===== config.mk =====
export PLATFORM = sky130hd
export DESIGN_NAME = bfs_acc
export DESIGN_NICKNAME = d
export VERILOG_FILES = /design/src/rtl/bfs_pkg.sv /design/src/rtl/bfs_acc.sv
export SDC_FILE = /design/constraint.sdc
export NUM_CORES = 1
export LEC_CHECK = 0
export BUFFER_PORTS_ARGS = -buffer_cell sky130_fd_sc_hd__buf_2
export CAP_MARGIN = 25
export CELL_PAD_IN_SITES_DETAIL_PLACEMENT = 1
export CELL_PAD_IN_SITES_GLOBAL_PLACEMENT = 1
export CORE_ASPECT_RATIO = 0.75
export CORE_MARGIN = 5
export CORE_UTILIZATION = 40
export CTS_BUF_LIST = sky130_fd_sc_hd__clkbuf_4
export DETAILED_ROUTE_END_ITERATION = 8
export PLACE_DENSITY_LB_ADDON = 0.1
export SLEW_MARGIN = 15
export SYNTH_ARGS = -nofsm -noshare
export SYNTH_HDL_FRONTEND = slang
export SYNTH_SLANG_ARGS = --single-unit

===== constraint.sdc =====
create_clock -name i_clk -period 6.1 [get_ports i_clk]
set_input_delay 0.61 -clock i_clk [delete_from_list [all_inputs] [get_ports i_clk]]
set_output_delay 0.61 -clock i_clk [all_outputs]
set_load 0.02 [all_outputs]

===== src/rtl/bfs_pkg.sv =====
`default_nettype none
package bfs_pkg;
    localparam int NODE_FW = 6;
    localparam int WIN_FW  = 10;
    localparam int SUM_FW  = 16;
    localparam int IN_W    = 32;
    localparam int OUT_W   = 24;
    localparam logic OP_ADD   = 1'b0;
    localparam logic OP_QUERY = 1'b1;
    localparam int SUM_MAX = 32767;
    localparam int SUM_MIN = -32768;
    localparam int INTER_MAX = 63;

    typedef struct packed {
        logic clr;
        logic add;
    } t_acc_ctl;
endpackage
`default_nettype wire


===== src/rtl/bfs_acc.sv =====
`default_nettype none
module bfs_acc #(
    parameter int WEIGHT_BITS = 10,
    parameter int SUM_BITS    = 17
) (
    input  wire logic                               i_clk,
    input  wire bfs_pkg::t_acc_ctl                  i_ctl,
    input  wire logic signed [WEIGHT_BITS-1:0]      i_weight,
    output logic signed [bfs_pkg::SUM_FW-1:0]       o_sum,
    output logic                                    o_nonneg
);
    logic signed [SUM_BITS-1:0] r_acc;
    logic signed [31:0]         w_wide;

    always_ff @(posedge i_clk) begin
        if (i_ctl.clr) begin
            r_acc <= '0;
        end else if (i_ctl.add) begin
            r_acc <= r_acc + SUM_BITS'(i_weight);
        end
    end

    // saturate to the 16-bit result
    always_comb begin
        w_wide = 32'(r_acc);
        if (w_wide > 32'(bfs_pkg::SUM_MAX)) begin
            o_sum = 16'(bfs_pkg::SUM_MAX);
        end else if (w_wide < 32'(bfs_pkg::SUM_MIN)) begin
            o_sum = 16'(bfs_pkg::SUM_MIN);
        end else begin
            o_sum = 16'(w_wide);
        end
        o_nonneg = !o_sum[bfs_pkg::SUM_FW-1];
    end
endmodule
`default_nettype wire


; ---- Word level (Yosys, flattened, before mapping)
; Cells that the tools add are included.
[classes]
magnitude_cmp = 2
mux = 2
n_reduce_logical = 1
n_addsub = 1
[op_table]
columns = cell, count
row1 = 2-to-1 mux 16 bit, 2
row2 = adder 17 x 10 -> 17 bit, 1
row3 = "> comparator 17 x 16 -> 1 bit, second input constant", 1
row4 = "< comparator 17 x 16 -> 1 bit, second input constant", 1
row5 = logical NOT 1 bit, 1
[totals]
elab_cells = 7
regBits = 17
in_bits = 13

; ---- Longest topological paths before layout
[depth]
depth_word = 4
ltp_mapped = 9

; ---- Worst setup path before layout
; No wires, ideal clock.
[synth_path]
kind = input-to-reg
from = input port i_weight[0]
to = register r_acc[16]
setup_slack_ns = 3.371
t_arrival_ns = 2.606
n_path_buf = 0
required_time_ns = 5.977
stages = 9
path_cell_list = ha_1 fa_1 a21oi_2 o21ai_2 a21oi_4 o221ai_2 a311oi_2 mux2i_1 mux2_1
[synth_via]
elab_chain_cells = 1
[synth_rtl]
columns = element, line
row1 = start: declaration, bfs_acc.sv:8  ; input wire logic signed [WEIGHT_BITS-1:0] i_weight,
row2 = adder 17 x 10 -> 17 bit, bfs_acc.sv:19  ; r_acc <= r_acc + SUM_BITS'(i_weight);
row3 = end signal: assignment, bfs_acc.sv:19
row4 = end: declaration, bfs_acc.sv:12  ; logic signed [SUM_BITS-1:0] r_acc;
; Every way passes these cells.
; A chain may end at the register's enable or synchronous reset.

; ---- Worst setup path in the final report
; Same ends and word-level chain as after synthesis.

==> results.sh <==
export IMPL_core_region_area_sq_um=3680
export IMPL_arrival_ns=2.92
export IMPL_maxSlewViolCount=0
export IMPL_num_vias=1449
export IMPL_cts_setup_buffers=0
export IMPL_cap_violations=0
export IMPL_timing_hold_ws_ns=0.504
export IMPL_numCtsBuffers=3
export IMPL_clock_sinks=17
export IMPL_synthCells=185
export IMPL_crit_chain="buf_2 > ha_1 > fa_1 > a21oi_2 > o21ai_2 > a21oi_4 > o221ai_2 > a311oi_2 > mux2i_1 > mux2_1"
export IMPL_viasPerCell=5.53
export IMPL_startpoint_type="input pin"
export IMPL_fin_crit_ns=2.70
export IMPL_final_nets=241
export IMPL_cts_resized=0
export IMPL_synth_area_sq_um=1550
export IMPL_layout_drive_gt1_share_pct=20.0
export IMPL_dr_wl_met3_um=112
export IMPL_hold_viol=0
export IMPL_drt_pre_antenna_iters=4
export IMPL_yosysSeqAreaShare_pct=22.0
export IMPL_clk_pin_slew_worst_paths_ns=0.13
export IMPL_fp_dieH_um=63.8
export IMPL_final_cell_mix="buf_2, nor2_1, dfxtp_1"
export IMPL_drt_total_wl_mm=4.39
export IMPL_drt_wirelength_per_cell_um=16.8
export IMPL_clk_latency_ns=0.31
export IMPL_post_dp_hpwl_mm=3.40
export IMPL_slowest_delay_ns=0.44
export IMPL_hp_class="register to register"
export IMPL_cp_max_fo=3
export IMPL_initialDrtViolationCount=51
export IMPL_critical_path_required_ns=6.32
export IMPL_ys_warn_count=0
export IMPL_htree_num_levels=1
export IMPL_status="finished, final reports clean"
export IMPL_cp_num_buf_inv=1
export IMPL_post_route_util_pct=47.6
export IMPL_rows=19
export IMPL_total_power_w=0.000498
export IMPL_tns_ns=0
export IMPL_grt_max_degree=21
export IMPL_io_pins=30
export IMPL_io_buffer_count=29
export IMPL_drt_met1_wl_mm=2.35
export IMPL_cp_end_kind="register"
export IMPL_synth_fp_nets=215
export IMPL_power_leakage_nw=0.838
export IMPL_clk_path_buf_depth=2
export IMPL_peakVddDrop_mv=0.117
export IMPL_syn2layout_area_growth_pct=13.4
export IMPL_antenna_found_initial=0
export IMPL_track_usage_pct=17.8
export IMPL_root_buffer="clkbuf_4"
export IMPL_worstMarginPinSlew_ns=0.738
export IMPL_setup_viol=0
export IMPL_postCtsHoldBufs=0
export IMPL_grt_pass1_vias=1500
export IMPL_relSlewSlack_pct=50.7
export IMPL_ys_ff_latch=17
export IMPL_clock_fmax_mhz=371
export IMPL_wl_met2_mm=1.90
export IMPL_top_layer_used="met4"
export IMPL_biggestRegsByFlops="r_acc (17)"
export IMPL_die_area_sq_um=5220
export IMPL_gp_congestion=0.822
export IMPL_finalClockSkew_ns=0.0167
export IMPL_grt_pass1_wl_mm=7.32
export IMPL_initial_utilization_pct=41.9
export IMPL_synth_cell_types=42
export IMPL_layout_commonest_cell="buf_2"
export IMPL_num_antenna_cells=0
export IMPL_largest_reg_flops=17
export IMPL_die_w_um=81.8
export IMPL_antenna_left=0
export IMPL_synth_area_per_cell_sq_um=8.35
export IMPL_slowest_stage="fa_1"
export IMPL_top_register="r_acc"
export IMPL_crit_type="input pin to register"
export IMPL_drcViolationCount=0
export IMPL_rsz0062_at_grt="false"
export IMPL_power_density_nw_per_um2=284
export IMPL_grt_remaining_overflow=0
export IMPL_crit_family="compound AO/OA/AOI/OAI gates"
export IMPL_cts_tree="yes"
export IMPL_period_share_pct=44.2
-- cell families (layout without fill, tap and decap cells) --
family / after synthesis / after routing / share of synthesized area (%)
xor+xnor: 10 / 10 / 5.67
compound gates: 46 / 46 / 21.9
buf+inv: 14 / 39 / 3.40
flops: 17 / 17 / 22.0
simple gates: 57 / 57 / 17.1
fa+ha+maj: 30 / 30 / 22.7
mux: 11 / 11 / 7.21
-- report_power, final --
part | total, W | switching (W) | internal [W]
clock network | 0.0000688 | 0.0000443 | 0.0000245
logic | 0.000279 | 0.000165 | 0.000114
registers | 0.000150 | 0.0000217 | 0.000129
total | 0.000498 | 0.000231 | 0.000267
-- stage by stage --
stage / instance area [sq um] / setup WS (ns) / std cells
finish: 1750 / 3.40 / 262
global route: 1750 / 3.30 / 262
CTS: 1750 / 3.39 / 262
detailed placement: 1730 / 3.05 / 258
global placement: 1730 / 3.16 / 258
floorplan: 1550 / 3.37 / 185
-- final timing paths --
check / from / endpoint / slack (ns) / cells past startpoint
worst min register to register: r_acc[11] / r_acc[11] / 0.50 / 2
worst min-delay path: r_acc[11] / r_acc[11] / 0.50 / 2
worst max register to register: r_acc[0] / r_acc[16] / 3.45 / 9
worst max-delay path: i_weight[0] / r_acc[16] / 3.40 / 10
-- cell type report --
class	count	area, sq um
Clock inverter	1	5.00
Inverter	6	22.5
Clock buffer	3	22.5
Sequential cell	17	340
Fill cell	467	1930
Tap cell	52	65.1
Multi-Input combinational cell	154	1150
Timing Repair Buffer	29	145
-- layer usage --
layer  vias up  GRT usage (%)
met5         -              0
met3         2           3.23
met1       704           25.3
met2        17           28.6
met4         0           2.49
li1        726              -
-- worst register-to-register path: stages (launching register included) --
cell and delay [ns]:
dfxtp_1 0.35, ha_1 0.21, fa_1 0.44, a21oi_2 0.20, o21ai_2 0.10, a21oi_4 0.18
o221ai_2 0.16, a311oi_2 0.33, mux2i_1 0.25, mux2_1 0.33
-- synthesized netlist by cell type (all sizes together) --
cell,number,share of area (%)
a31oi,2,0.81
nor3,3,0.97
dfxtp,17,22
mux2i,10,6.5
or2,1,0.41
or4,1,0.49
o32ai,1,0.57
a311oi,2,1.5
and3,3,1.2
nand3b,1,0.49
mux2,1,0.73
ha,16,13
o41ai,1,0.57
inv,4,0.97
a32oi,1,0.57
o221ai,2,1.5
nand3,5,1.6
nor2b,4,1.6
xor2,4,2.3
a2111oi,2,1.1
maj3,13,8.4
nand2b,1,0.41
o31ai,2,0.97
a21o,8,3.9
nor2,22,5.3
clkinv,2,0.49
xnor2,6,3.4
and2,2,0.81
o21ai,7,2.5
a21oi,16,6.9
nand4,2,0.81
buf,3,0.73
fa,1,1.3
nand2,12,2.9
a211oi,2,0.97
clkbuf,5,1.2
No activity file was read; power rests on OpenSTA's default activity.
